--- config.mk ---
export PLATFORM = sky130hd
export DESIGN_NAME = awb_gain_from_otp_ratios_flat
export DESIGN_NICKNAME = d
export VERILOG_FILES = /design/src/design/awbg_pkg.sv /design/src/design/awbg_in_if.sv /design/src/design/awbg_out_if.sv /design/src/design/awbg_cfg_if.sv /design/src/design/awb_gain_from_otp_ratios.sv /design/src/flat_wrapper.sv
export SDC_FILE = /design/constraint.sdc
export NUM_CORES = 1
export LEC_CHECK = 0
export BUFFER_PORTS_ARGS = -buffer_cell sky130_fd_sc_hd__buf_2
export CAP_MARGIN = 30
export CORE_ASPECT_RATIO = 0.7
export CORE_UTILIZATION = 40
export DETAILED_ROUTE_END_ITERATION = 10
export SLEW_MARGIN = 20
export SYNTH_ARGS = -nofsm -noshare
export SYNTH_HDL_FRONTEND = slang
export SYNTH_SLANG_ARGS = --single-unit
--- constraint.sdc ---
create_clock -name clk -period 11.6 [get_ports clk]
set_input_delay 3.48 -clock clk [delete_from_list [all_inputs] [get_ports clk]]
set_output_delay 3.48 -clock clk [all_outputs]
set_load 0.03 [all_outputs]
--- src/design/awbg_pkg.sv ---
// shared types and constants for the white-balance gain calibration block
package awbg_pkg;

  localparam int GAIN_W  = 26;
  localparam int RATIO_W = 8;
  localparam int MOD_W   = 7;
  localparam int LENS_W  = 8;
  localparam int CFG_IDX_W = 3;
  localparam int NUM_CFG = 8;
  localparam int MUL_A_W = 18;

  typedef logic [GAIN_W-1:0]    gain_t;
  typedef logic [RATIO_W-1:0]   ratio_t;
  typedef logic [MOD_W-1:0]     mod_id_t;
  typedef logic [LENS_W-1:0]    lens_t;
  typedef logic [CFG_IDX_W-1:0] cfg_idx_t;

  localparam gain_t UNITY_GAIN = GAIN_W'(1024);
  localparam gain_t RED_TRIM   = GAIN_W'(50);

  localparam mod_id_t MOD_ID_A = 7'h02;
  localparam mod_id_t MOD_ID_B = 7'h15;
  localparam mod_id_t MOD_ID_C = 7'h01;
  localparam lens_t   LENS_ID_D = 8'h03;

  localparam cfg_idx_t CFG_RG_A = 3'd0;
  localparam cfg_idx_t CFG_BG_A = 3'd1;
  localparam cfg_idx_t CFG_RG_B = 3'd2;
  localparam cfg_idx_t CFG_BG_B = 3'd3;
  localparam cfg_idx_t CFG_RG_C = 3'd4;
  localparam cfg_idx_t CFG_BG_C = 3'd5;
  localparam cfg_idx_t CFG_RG_D = 3'd6;
  localparam cfg_idx_t CFG_BG_D = 3'd7;

  localparam ratio_t CFG_RESET [NUM_CFG] = '{
    8'h4b, 8'h4e, 8'h47, 8'h44, 8'h56, 8'h58, 8'h56, 8'h59
  };

  // destination of a finished quotient
  localparam logic [1:0] TGT_R = 2'd0;
  localparam logic [1:0] TGT_G = 2'd1;
  localparam logic [1:0] TGT_B = 2'd2;

endpackage

--- src/design/awbg_in_if.sv ---
// calibration record channel
interface awbg_in_if import awbg_pkg::*; ();
  logic    valid;
  logic    ready;
  mod_id_t module_id;
  lens_t   lens_kind;
  ratio_t  measured_rg;
  ratio_t  measured_bg;

  modport source (output valid, module_id, lens_kind, measured_rg, measured_bg,
                  input ready);
  modport sink   (input valid, module_id, lens_kind, measured_rg, measured_bg,
                  output ready);
endinterface

--- src/design/awbg_out_if.sv ---
// gain result channel
interface awbg_out_if import awbg_pkg::*; ();
  logic  valid;
  logic  ready;
  gain_t red_gain;
  gain_t green_gain;
  gain_t blue_gain;
  logic  red_write;
  logic  green_write;
  logic  blue_write;
  logic  status;

  modport source (output valid, red_gain, green_gain, blue_gain, red_write,
                  green_write, blue_write, status, input ready);
  modport sink   (input valid, red_gain, green_gain, blue_gain, red_write,
                  green_write, blue_write, status, output ready);
endinterface

--- src/design/awbg_cfg_if.sv ---
// golden ratio register write channel
interface awbg_cfg_if import awbg_pkg::*; ();
  logic     valid;
  logic     ready;
  cfg_idx_t index;
  ratio_t   data;

  modport source (output valid, index, data, input ready);
  modport sink   (input valid, index, data, output ready);
endinterface

--- src/design/awb_gain_from_otp_ratios.sv ---
// top level: white-balance gains from calibration ratios, shared serial divider
//
//   channel   dir  payload                                         accept
//   in_ch     in   module_id, lens_kind, measured_rg, measured_bg  valid & ready
//   out_ch    out  red/green/blue gain, write flags, status        valid & ready
//   cfg_ch    in   index, data (golden ratio registers 0..7)       valid & ready
//
// one word takes two divisions or three divisions from accept to a valid result,
// and the next word can be taken once the sequencer is back in idle
// each division is a load, 26 restoring steps and a store; a zero divisor skips the steps
// in ready only while idle; a result waits in the output register while the
// next word is taken, and the finish step waits if that register is still full
// reset: synchronous, active low; golden registers return to their defaults
module awb_gain_from_otp_ratios import awbg_pkg::*; (
  input  logic          clk,
  input  logic          rst_n,
  awbg_in_if.sink       in_ch,
  awbg_out_if.source    out_ch,
  awbg_cfg_if.sink      cfg_ch
);

  localparam logic [2:0] S_IDLE  = 3'd0;
  localparam logic [2:0] S_LOAD  = 3'd1;
  localparam logic [2:0] S_DIV   = 3'd2;
  localparam logic [2:0] S_STORE = 3'd3;
  localparam logic [2:0] S_FIN   = 3'd4;
  localparam logic [4:0] LAST_BIT = 5'(GAIN_W - 1);

  logic [2:0]  state_r;
  ratio_t      gold_r [NUM_CFG];
  ratio_t      cur_rg_r, cur_bg_r;
  logic        trim_r;
  ratio_t      rg_r, bg_r;
  gain_t       r_r, g_r, b_r;
  logic        bad_r;
  logic [1:0]  step_r;
  logic [1:0]  tgt_r;
  logic        last_r;
  gain_t       num_r;
  ratio_t      den_r;
  ratio_t      rem_r;
  logic [4:0]  cnt_r;
  logic        out_valid_r;
  gain_t       out_r_r, out_g_r, out_b_r;
  logic        out_rw_r, out_gw_r, out_bw_r, out_st_r;

  logic        in_fire, out_fire, fin_fire;
  ratio_t      sel_rg, sel_bg;
  logic        sel_hit, sel_trim;
  logic        bg_lt, rg_lt;
  logic        ld_mul, ld_swap, ld_last;
  logic [1:0]  ld_tgt;
  logic [MUL_A_W-1:0] mul_a;
  ratio_t      mul_b, ld_sh, ld_den;
  gain_t       ld_num;
  logic [RATIO_W:0] trial;
  logic        qbit;
  logic        rw, gw, bw;

  assign in_ch.ready  = (state_r == S_IDLE);
  assign cfg_ch.ready = 1'b1;
  assign in_fire  = in_ch.valid && in_ch.ready;
  assign out_fire = out_valid_r && out_ch.ready;
  assign fin_fire = (state_r == S_FIN) && (!out_valid_r || out_ch.ready);

  // golden pair selection by module id, and by lens kind for module C
  always_comb begin
    sel_hit  = 1'b1;
    sel_trim = 1'b0;
    sel_rg   = cur_rg_r;
    sel_bg   = cur_bg_r;
    if (in_ch.module_id == MOD_ID_A) begin
      sel_trim = 1'b1;
      sel_rg   = gold_r[CFG_RG_A];
      sel_bg   = gold_r[CFG_BG_A];
    end else if (in_ch.module_id == MOD_ID_B) begin
      sel_rg = gold_r[CFG_RG_B];
      sel_bg = gold_r[CFG_BG_B];
    end else if (in_ch.module_id == MOD_ID_C) begin
      if (in_ch.lens_kind == LENS_ID_D) begin
        sel_rg = gold_r[CFG_RG_D];
        sel_bg = gold_r[CFG_BG_D];
      end else begin
        sel_rg = gold_r[CFG_RG_C];
        sel_bg = gold_r[CFG_BG_C];
      end
    end else begin
      sel_hit = 1'b0;
    end
  end

  assign bg_lt = (bg_r < cur_bg_r);
  assign rg_lt = (rg_r < cur_rg_r);

  // operand plan for the next division
  always_comb begin
    ld_mul  = 1'b0;
    ld_swap = 1'b0;
    ld_last = 1'b0;
    ld_tgt  = TGT_G;
    ld_sh   = bg_r;
    ld_den  = cur_bg_r;
    mul_a   = g_r[MUL_A_W-1:0];
    mul_b   = cur_rg_r;
    case ({bg_lt, rg_lt})
      2'b11: begin
        if (step_r == 2'd0) begin
          ld_sh = cur_bg_r; ld_den = bg_r; ld_tgt = TGT_B;
        end else begin
          ld_sh = cur_rg_r; ld_den = rg_r; ld_tgt = TGT_R; ld_last = 1'b1;
        end
      end
      2'b10: begin
        if (step_r == 2'd0) begin
          ld_sh = rg_r; ld_den = cur_rg_r; ld_tgt = TGT_G;
        end else begin
          ld_mul = 1'b1; mul_b = cur_bg_r; ld_den = bg_r;
          ld_tgt = TGT_B; ld_last = 1'b1;
        end
      end
      2'b01: begin
        if (step_r == 2'd0) begin
          ld_sh = bg_r; ld_den = cur_bg_r; ld_tgt = TGT_G;
        end else begin
          ld_mul = 1'b1; mul_b = cur_rg_r; ld_den = rg_r;
          ld_tgt = TGT_R; ld_last = 1'b1;
        end
      end
      default: begin
        if (step_r == 2'd0) begin
          ld_sh = bg_r; ld_den = cur_bg_r; ld_tgt = TGT_G;
        end else if (step_r == 2'd1) begin
          ld_sh = rg_r; ld_den = cur_rg_r; ld_tgt = TGT_R;
        end else if (g_r > r_r) begin
          ld_mul = 1'b1; mul_b = cur_rg_r; ld_den = rg_r;
          ld_tgt = TGT_R; ld_last = 1'b1;
        end else begin
          ld_mul = 1'b1; ld_swap = 1'b1; mul_a = r_r[MUL_A_W-1:0];
          mul_b = cur_bg_r; ld_den = bg_r; ld_tgt = TGT_B; ld_last = 1'b1;
        end
      end
    endcase
    if (ld_mul) begin
      ld_num = GAIN_W'(mul_a) * GAIN_W'(mul_b);
    end else begin
      ld_num = GAIN_W'({ld_sh, 10'b0});
    end
  end

  // one restoring step
  assign trial = {rem_r, num_r[GAIN_W-1]};
  assign qbit  = (trial >= {1'b0, den_r});

  assign rw = (r_r > UNITY_GAIN);
  assign gw = (g_r > UNITY_GAIN);
  assign bw = (b_r > UNITY_GAIN);

  always_ff @(posedge clk) begin
    if (!rst_n) begin
      gold_r <= CFG_RESET;
    end else if (cfg_ch.valid && cfg_ch.ready) begin
      gold_r[cfg_ch.index] <= cfg_ch.data;
    end
  end

  always_ff @(posedge clk) begin
    if (!rst_n) begin
      state_r     <= S_IDLE;
      cur_rg_r    <= '0;
      cur_bg_r    <= '0;
      trim_r      <= 1'b0;
      out_valid_r <= 1'b0;
    end else begin
      if (fin_fire) begin
        out_valid_r <= 1'b1;
      end else if (out_fire) begin
        out_valid_r <= 1'b0;
      end
      case (state_r)
        S_IDLE: begin
          if (in_fire) begin
            if (sel_hit) begin
              cur_rg_r <= sel_rg;
              cur_bg_r <= sel_bg;
            end
            if (sel_trim) begin
              trim_r <= 1'b1;
            end
            state_r <= S_LOAD;
          end
        end
        S_LOAD: begin
          if (ld_den == '0) begin
            state_r <= S_STORE;
          end else begin
            state_r <= S_DIV;
          end
        end
        S_DIV: begin
          if (cnt_r == LAST_BIT) begin
            state_r <= S_STORE;
          end
        end
        S_STORE: begin
          if (last_r) begin
            state_r <= S_FIN;
          end else begin
            state_r <= S_LOAD;
          end
        end
        S_FIN: begin
          if (fin_fire) begin
            state_r <= S_IDLE;
          end
        end
        default: state_r <= S_IDLE;
      endcase
    end
  end

  // datapath
  always_ff @(posedge clk) begin
    case (state_r)
      S_IDLE: begin
        rg_r   <= in_ch.measured_rg;
        bg_r   <= in_ch.measured_bg;
        r_r    <= UNITY_GAIN;
        g_r    <= UNITY_GAIN;
        b_r    <= UNITY_GAIN;
        bad_r  <= 1'b0;
        step_r <= 2'd0;
      end
      S_LOAD: begin
        tgt_r  <= ld_tgt;
        last_r <= ld_last;
        den_r  <= ld_den;
        rem_r  <= '0;
        cnt_r  <= '0;
        if (ld_swap) begin
          g_r <= r_r;
          r_r <= UNITY_GAIN;
        end
        if (ld_den == '0) begin
          bad_r <= 1'b1;
          num_r <= '0;
        end else begin
          num_r <= ld_num;
        end
      end
      S_DIV: begin
        if (qbit) begin
          rem_r <= RATIO_W'(trial - {1'b0, den_r});
        end else begin
          rem_r <= trial[RATIO_W-1:0];
        end
        num_r <= {num_r[GAIN_W-2:0], qbit};
        cnt_r <= cnt_r + 5'd1;
      end
      S_STORE: begin
        step_r <= step_r + 2'd1;
        case (tgt_r)
          TGT_R:   r_r <= num_r;
          TGT_B:   b_r <= num_r;
          default: g_r <= num_r;
        endcase
      end
      S_FIN: begin
        if (fin_fire) begin
          if (bad_r) begin
            out_r_r  <= UNITY_GAIN;
            out_g_r  <= UNITY_GAIN;
            out_b_r  <= UNITY_GAIN;
            out_rw_r <= 1'b0;
            out_gw_r <= 1'b0;
            out_bw_r <= 1'b0;
          end else begin
            out_r_r  <= (rw && trim_r) ? (r_r - RED_TRIM) : r_r;
            out_g_r  <= g_r;
            out_b_r  <= b_r;
            out_rw_r <= rw;
            out_gw_r <= gw;
            out_bw_r <= bw;
          end
          out_st_r <= bad_r;
        end
      end
      default: ;
    endcase
  end

  assign out_ch.valid       = out_valid_r;
  assign out_ch.red_gain    = out_r_r;
  assign out_ch.green_gain  = out_g_r;
  assign out_ch.blue_gain   = out_b_r;
  assign out_ch.red_write   = out_rw_r;
  assign out_ch.green_write = out_gw_r;
  assign out_ch.blue_write  = out_bw_r;
  assign out_ch.status      = out_st_r;

  // divider never runs on a zero divisor
  a_div_den: assert property (@(posedge clk) disable iff (!rst_n)
    (state_r == S_DIV) |-> (den_r != '0))
    else $error("divider running with zero divisor");

  // error results carry unity gains and no write flags
  a_bad_unity: assert property (@(posedge clk) disable iff (!rst_n)
    (out_valid_r && out_st_r) |-> ((out_r_r == UNITY_GAIN) && (out_g_r == UNITY_GAIN)
      && (out_b_r == UNITY_GAIN) && !out_rw_r && !out_gw_r && !out_bw_r))
    else $error("error result without unity gains");

  // a written red gain stays above unity minus trim
  a_red_floor: assert property (@(posedge clk) disable iff (!rst_n)
    (out_valid_r && out_rw_r) |-> (out_r_r > UNITY_GAIN - RED_TRIM))
    else $error("red gain below trim floor");

  // a finished word lands in the output register as a valid result and the sequencer goes idle
  a_fin_slot: assert property (@(posedge clk) disable iff (!rst_n)
    fin_fire |=> (out_valid_r && (state_r == S_IDLE)))
    else $error("result not registered after finish");

endmodule

--- src/flat_wrapper.sv ---
// flat-port wrapper written by rule: the top's interface ports become plain ports
module awb_gain_from_otp_ratios_flat import awbg_pkg::*;
  (clk, rst_n, in_ch_valid, in_ch_module_id, in_ch_lens_kind, in_ch_measured_rg, in_ch_measured_bg, in_ch_ready, out_ch_valid, out_ch_red_gain, out_ch_green_gain, out_ch_blue_gain, out_ch_red_write, out_ch_green_write, out_ch_blue_write, out_ch_status, out_ch_ready, cfg_ch_valid, cfg_ch_index, cfg_ch_data, cfg_ch_ready);
  awbg_in_if in_ch_i ();
  awbg_out_if out_ch_i ();
  awbg_cfg_if cfg_ch_i ();
  input  logic clk;
  input  logic rst_n;
  input wire logic [$bits(in_ch_i.valid)-1:0] in_ch_valid;
  input wire logic [$bits(in_ch_i.module_id)-1:0] in_ch_module_id;
  input wire logic [$bits(in_ch_i.lens_kind)-1:0] in_ch_lens_kind;
  input wire logic [$bits(in_ch_i.measured_rg)-1:0] in_ch_measured_rg;
  input wire logic [$bits(in_ch_i.measured_bg)-1:0] in_ch_measured_bg;
  output wire logic [$bits(in_ch_i.ready)-1:0] in_ch_ready;
  output wire logic [$bits(out_ch_i.valid)-1:0] out_ch_valid;
  output wire logic [$bits(out_ch_i.red_gain)-1:0] out_ch_red_gain;
  output wire logic [$bits(out_ch_i.green_gain)-1:0] out_ch_green_gain;
  output wire logic [$bits(out_ch_i.blue_gain)-1:0] out_ch_blue_gain;
  output wire logic [$bits(out_ch_i.red_write)-1:0] out_ch_red_write;
  output wire logic [$bits(out_ch_i.green_write)-1:0] out_ch_green_write;
  output wire logic [$bits(out_ch_i.blue_write)-1:0] out_ch_blue_write;
  output wire logic [$bits(out_ch_i.status)-1:0] out_ch_status;
  input wire logic [$bits(out_ch_i.ready)-1:0] out_ch_ready;
  input wire logic [$bits(cfg_ch_i.valid)-1:0] cfg_ch_valid;
  input wire logic [$bits(cfg_ch_i.index)-1:0] cfg_ch_index;
  input wire logic [$bits(cfg_ch_i.data)-1:0] cfg_ch_data;
  output wire logic [$bits(cfg_ch_i.ready)-1:0] cfg_ch_ready;
  assign in_ch_i.valid = in_ch_valid;
  assign in_ch_i.module_id = in_ch_module_id;
  assign in_ch_i.lens_kind = in_ch_lens_kind;
  assign in_ch_i.measured_rg = in_ch_measured_rg;
  assign in_ch_i.measured_bg = in_ch_measured_bg;
  assign in_ch_ready = in_ch_i.ready;
  assign out_ch_valid = out_ch_i.valid;
  assign out_ch_red_gain = out_ch_i.red_gain;
  assign out_ch_green_gain = out_ch_i.green_gain;
  assign out_ch_blue_gain = out_ch_i.blue_gain;
  assign out_ch_red_write = out_ch_i.red_write;
  assign out_ch_green_write = out_ch_i.green_write;
  assign out_ch_blue_write = out_ch_i.blue_write;
  assign out_ch_status = out_ch_i.status;
  assign out_ch_i.ready = out_ch_ready;
  assign cfg_ch_i.valid = cfg_ch_valid;
  assign cfg_ch_i.index = cfg_ch_index;
  assign cfg_ch_i.data = cfg_ch_data;
  assign cfg_ch_ready = cfg_ch_i.ready;
  awb_gain_from_otp_ratios u_core (.clk(clk), .rst_n(rst_n), .in_ch(in_ch_i), .out_ch(out_ch_i), .cfg_ch(cfg_ch_i));
endmodule
== Word-level counts from Yosys, hierarchy flattened ==
Index checks and enable logic that the tools add are counted.
W data, S select, Z words.

* $add $sub $neg: 4
* Multipliers: 1
* Order comparisons: 9
* Equal/unequal tests: 22
* Multiplexer cells: 78
* Bitwise gates (word level): 1
* Reductions and logical operators: 29

{| class="wikitable"
|+ Operators by type and width
! kind !! number
|-
| $mux W26 || 8
|-
| $mux W8 || 24
|-
| $pmux W26 S3 || 2
|-
| $pmux W26 S2 || 2
|-
| $gt A26 B11 Y1 const B || 3
|-
| $mux W18 || 4
|-
| $bwmux W64 || 1
|-
| $pmux W8 S3 || 2
|-
| $pmux W8 S2 || 2
|-
| $gt A26 B26 Y1 || 1
|-
| $mul A18 B8 Y26 || 1
|-
| $sub A26 B6 Y26 const B || 1
|-
| $demux W8 S3 || 1
|-
| $mux W1 || 17
|-
| $lt A8 B8 Y1 || 2
|-
| $pmux W3 S5 || 1
|-
| $mux W3 || 4
|-
| $reduce_and A3 Y1 || 4
|-
| $mux W2 || 5
|-
| $ne A2 B1 Y1 const B || 5
|-
| $pmux W5 S2 || 1
|-
| $ge A9 B8 Y1 || 1
|-
| $eq A8 B2 Y1 const B || 1
|-
| $logic_not A8 Y1 || 1
|-
| 30 further kinds || 50
|}

* Register bits after elaboration: 314
* Bits of input ports: 47
* Logic and storage cells: 177

== Depth between registers and ports, before layout ==
* Depth after elaboration: 9
* Depth in mapped cells: 39
* Depth with buffers taken out: 36

== Least setup slack after synthesis ==
OpenSTA, ideal clock, no wires.

* Kind: register to register
* From: register u_core.rg_r[1]
* To: register u_core.num_r[25], data pin
* Arrival: 8.088 ns
* Required time: 11.343 ns
* Setup slack: 3.256 ns
* Cell stages (with the launch flop): 33
* Buffers on the path: 3
* Cells stage by stage: edfxtp_1 -> ha_1 -> a21oi_1 -> nor2b_1 -> o21ai_1 -> a21oi_1 -> o41ai_1 -> inv_1 -> ha_1 -> clkbuf_1 -> clkbuf_1 -> a211oi_1 -> nor2_1 -> a22oi_1 -> clkbuf_1 -> nor2_1 -> fa_1 -> fa_1 -> fa_1 -> inv_1 -> fa_1 -> inv_1 -> ha_1 -> o21ai_0 -> nand2b_1 -> a31oi_1 -> a31oi_1 -> a311o_1 -> a21o_1 -> a41o_1 -> o41a_1 -> xnor2_1 -> a32o_1

* Longest elaborated chain between the ends: 8
* Elaborated cells between the ends (all ways): 21

{| class="wikitable"
|+ RTL lines
! what !! line !! RTL
|-
| start: declaration || awb_gain_from_otp_ratios.sv:33 || <nowiki>ratio_t rg_r, bg_r;</nowiki>
|-
| start signal: assignment || awb_gain_from_otp_ratios.sv:225 || <nowiki>rg_r <= in_ch.measured_rg;</nowiki>
|-
| $lt A8 B8 Y1 || awb_gain_from_otp_ratios.sv:93 || <nowiki>assign rg_lt = (rg_r < cur_rg_r);</nowiki>
|-
| $eq A2 B2 Y1 or $eq A2 B1 Y1 (tied branches) || awb_gain_from_otp_ratios.sv:105 || <nowiki>case ({bg_lt, rg_lt})</nowiki>
|-
| $reduce_or A2 Y1 (no line) or $reduce_or A3 Y1 (tied branches) || -- ||
|-
| $pmux W8 S2 or $mux W18 (tied branches) || awb_gain_from_otp_ratios.sv:105 ||
|-
| $mul A18 B8 Y26 || awb_gain_from_otp_ratios.sv:144 || <nowiki>ld_num = GAIN_W'(mul_a) * GAIN_W'(mul_b);</nowiki>
|-
| $mux W26 || awb_gain_from_otp_ratios.sv:143 || <nowiki>if (ld_mul) begin</nowiki>
|-
| $mux W26 (*) || awb_gain_from_otp_ratios.sv:243 || <nowiki>if (ld_den == '0) begin</nowiki>
|-
| $pmux W26 S2 (*) || awb_gain_from_otp_ratios.sv:223 || <nowiki>case (state_r)</nowiki>
|-
| end signal: assignment || awb_gain_from_otp_ratios.sv:247 || <nowiki>num_r <= ld_num;</nowiki>
|-
| end signal: assignment || awb_gain_from_otp_ratios.sv:256 || <nowiki>num_r <= {num_r[GAIN_W-2:0], qbit};</nowiki>
|-
| end: declaration || awb_gain_from_otp_ratios.sv:39 || <nowiki>gain_t num_r;</nowiki>
|}

Mark *: on every way between the ends. The rest lies on a longest branch, timed or not.
A chain may end at the register's enable or synchronous reset.

== Final worst setup path ==
* From: register u_core.bg_r[1]
* To: register u_core.num_r[25], data pin

* Longest elaborated chain between the ends: 8
* Elaborated cells between the ends (all ways): 21

{| class="wikitable"
|+ RTL lines
! what !! line !! RTL
|-
| start: declaration || awb_gain_from_otp_ratios.sv:33 ||
|-
| start signal: assignment || awb_gain_from_otp_ratios.sv:226 || <nowiki>bg_r <= in_ch.measured_bg;</nowiki>
|-
| $lt A8 B8 Y1 || awb_gain_from_otp_ratios.sv:92 || <nowiki>assign bg_lt = (bg_r < cur_bg_r);</nowiki>
|-
| $eq A2 B2 Y1 or $eq A2 B1 Y1 (tied branches) || awb_gain_from_otp_ratios.sv:105 ||
|-
| $reduce_or A2 Y1 (no line) or $reduce_or A3 Y1 (tied branches) || -- ||
|-
| $pmux W8 S2 or $mux W18 (tied branches) || awb_gain_from_otp_ratios.sv:105 ||
|-
| $mul A18 B8 Y26 || awb_gain_from_otp_ratios.sv:144 ||
|-
| $mux W26 || awb_gain_from_otp_ratios.sv:143 ||
|-
| $mux W26 (*) || awb_gain_from_otp_ratios.sv:243 ||
|-
| $pmux W26 S2 (*) || awb_gain_from_otp_ratios.sv:223 ||
|}

Marked as above.

==> flow_summary.yaml <==
clock_tree:
  postCtsSetupBuffers: 0
  clk_path_buf_depth: 3
  cts_tree: "yes"
  cts_resized: 0
  clock_sinks: 314
  clk_latency_ns: 0.54
  postCtsHoldBufs: 0
  cts_root_buffer: "clkbuf_16"
  cts_made_buffers: 34
  cts.reportedPaths.clkPinSlew_ns: 0.06
  h-tree-depth: 2
floorplan:
  rows: 67
  die_w_um: 269
  core_area_um2: 48500
  die_y_um: 189
  ioPinCount: 132
  initial_core_util_pct: 41.1
  dieArea_um2: 50600
power:
  ir_drop_v: 0.000124
  power_density_nw_per_um2: 226
  p_leak_nw: 9.83
sta:
  period_minus_slack_ns: 9.80
  rsz0062_at_grt: "no"
  hold_viol: 0
  setup_viol: 0
  worst_slew_pin_slew_ns: 0.995
  skew_ns: 0.0299
  slew_viol_final: 0
  setup_tns_ns: 0
  fin_crit_sh_pct: 84.5
  slew_headroom_pct: 33.6
  clock.fmax_mhz: 102
  setup_ws_ns: 1.80
critical_path:
  endpoint_kind: "register"
  worst_path_largest_cell_delay_ns: 0.82
  crit_start: "u_core.bg_r[1]"
  crit_type: "register to register"
  crit_path_start_kind: "register"
  required_ns: 11.90
  slowest_stage: "a21oi_1"
  r2r_slack_ns: 1.80
  r2r_start: "u_core.bg_r[1]"
  arrival_ns: 10.10
  reg2reg_depth: 33
  critical_path.max_fanout: 20
synthesis:
  syn_area_um2: 19900
  syn-num-nets: 2238
  yosysTopAreaCellShare_pct: 34.6
  ys_warn_count: 0
  synth.avg_cell_area_um2: 10.0
  ys_ff_latch: 314
  synth_ff_type: "edfxtp_1"
  synth_area_leaders: "edfxtp_1 (35%), fa_1 (9.8%), dfxtp_1 (8.6%)"
  ys_types: 73
  yosys.area.top_type: "edfxtp_1"
  synth_edf_count: 229
  synth_async_sr_flop_share_pct: 0
  syn_inst: 1990
  synth_seq_area_share_pct: 43.1
global_route:
  grt_max_degree: 85
  grt_pass1_vias: 14600
  grt_pass1_wl_mm: 86.6
  grt_overflow_total: 0
  antenna_found_initial: 2
  grt_usage_pct: 22.3
drt:
  first_pass_iters: 6
  drc: 0
  vias: 15200
  via_per_inst: 5.48
  drt-total-wl_mm: 55.9
  ant_nets: 0
  wl_per_cell_um: 20.1
  drt_iter0_markers: 1654
placement:
  gp_congestion: 0.940
  port_buffers: 130
  hpwl_mm: 41.9
  place_ws_ns: 1.71
final_layout:
  drive_gt1_share_pct: 12.1
  nNetsFinal: 2349
  area_growth_pct: 12.8
hold_path:
  min_path_type: "register to register"
  hold_path_depth: 2
  min_from: "u_core.gold_r[23]"
status:
  status: "completed"
job:
  max_cap_viol_count: 0
==> logic make-up (layout without fill, tap and decap cells) <==
group / count (synthesis) / count (layout) / share of synthesized area, %
XOR/XNOR: 43 / 43 / 1.89
AO/OA/AOI/OAI: 363 / 363 / 13.0
adder cells (fa/ha/maj): 201 / 201 / 16.3
multiplexers: 60 / 60 / 3.17
buffers and inverters: 288 / 424 / 5.60
flip-flops: 314 / 314 / 43.1
other: 1 / 2 / 0.0189
AND/OR/NAND/NOR: 720 / 720 / 16.9
==> worst paths after layout <==
path                                           to
worst min-delay path            u_core.gold_r[23]
worst max-delay path             u_core.num_r[25]
worst min register to register  u_core.gold_r[23]
worst max register to register   u_core.num_r[25]
==> per-stage QoR <==
step	cells	utilization (%)	area [um2]	hold WS, ns	total power, W
2_1_floorplan	1990	-	19900	0.424	0.00322
3_5_place_dp	2714	44.0	21300	0.443	0.00396
6_report	2782	46.3	22400	0.450	0.00506
3_3_place_gp	2711	43.9	21300	0.438	0.00391
5_1_grt	2781	46.3	22400	0.472	0.00535
4_1_cts	2775	46.2	22400	0.452	0.00502
==> cells in the mapped netlist (all sizes together) (19+ instances only) <==
cell and number:
fa 97, nand2b 30, ha 104, nand3 52, edfxtp 229, nor3 21, and2 27, nor2b 79
xnor2 36, clkbuf 75, o21ai 66, inv 191, a21boi 39, buf 19, dfxtp 85, nand2 249
a21o 54, a22o 25, mux2 21, nor2 193, a21oi 54, mux2i 39
==> area by class of cell <==
| type | instances | area [um2] |
|---|---|---|
| antenna | 1 | 2.50 |
| clock buffer | 44 | 908 |
| clock inverter | 17 | 161 |
| fill | 4563 | 26000 |
| inverter | 194 | 728 |
| multi-input combinational | 1388 | 10300 |
| sequential | 314 | 8580 |
| tap | 655 | 820 |
| timing repair buffer | 169 | 980 |
==> registers in the layout (all words and copies together), names as in the netlist, 8 cells and up <==
name                      flops
u_core.g_r                   26
u_core.num_r                 26
u_core.gold_r                64
u_core.out_ch.blue_gain      26
u_core.bg_r                   8
u_core.b_r                   26
u_core.den_r                  8
u_core.rem_r                  8
u_core.cur_rg_r               8
u_core.r_r                   26
u_core.out_ch.green_gain     26
u_core.cur_bg_r               8
u_core.out_ch.red_gain       26
u_core.rg_r                   8
==> where the power goes <==
group | switching, W | internal [W]
Clock | 0.000460 | 0.000586
Combinational | 0.00139 | 0.000742
Sequential | 0.000267 | 0.00162
==> critical path: cells and delay by family (launching register included) <==
kind / cells / cell delay, ns
XOR/XNOR: 1 / 0.15
flip-flops: 1 / 0.50
adder cells (fa/ha/maj): 7 / 3.24
AND/OR/NAND/NOR: 6 / 0.55
buffers and inverters: 3 / 0.15
AO/OA/AOI/OAI: 16 / 4.94
==> cell usage in the layout, fill, tap and decap left out, types with 38 or more instances in the layout <==
cell type / n
a21oi_1: 54
nand3_1: 52
dfxtp_1: 85
mux2i_1: 39
buf_2: 130
edfxtp_1: 229
o21ai_0: 39
inv_1: 181
nor2_1: 190
ha_1: 103
fa_1: 97
a21boi_1: 38
nand2_1: 249
a21o_1: 54
nor2b_1: 78
==> layer usage <==
| layer | track usage, % | vias up | wire (um) |
|---|---|---|---|
| met5 | 0 | - | 14 |
| met4 | 4.70 | 2 | 849 |
| met3 | 5.85 | 62 | 5640 |
| met2 | 29.4 | 624 | 21700 |
| met1 | 35.5 | 7458 | 27600 |
| li1 | - | 7089 | - |
(Power assumes the default switching activity.)
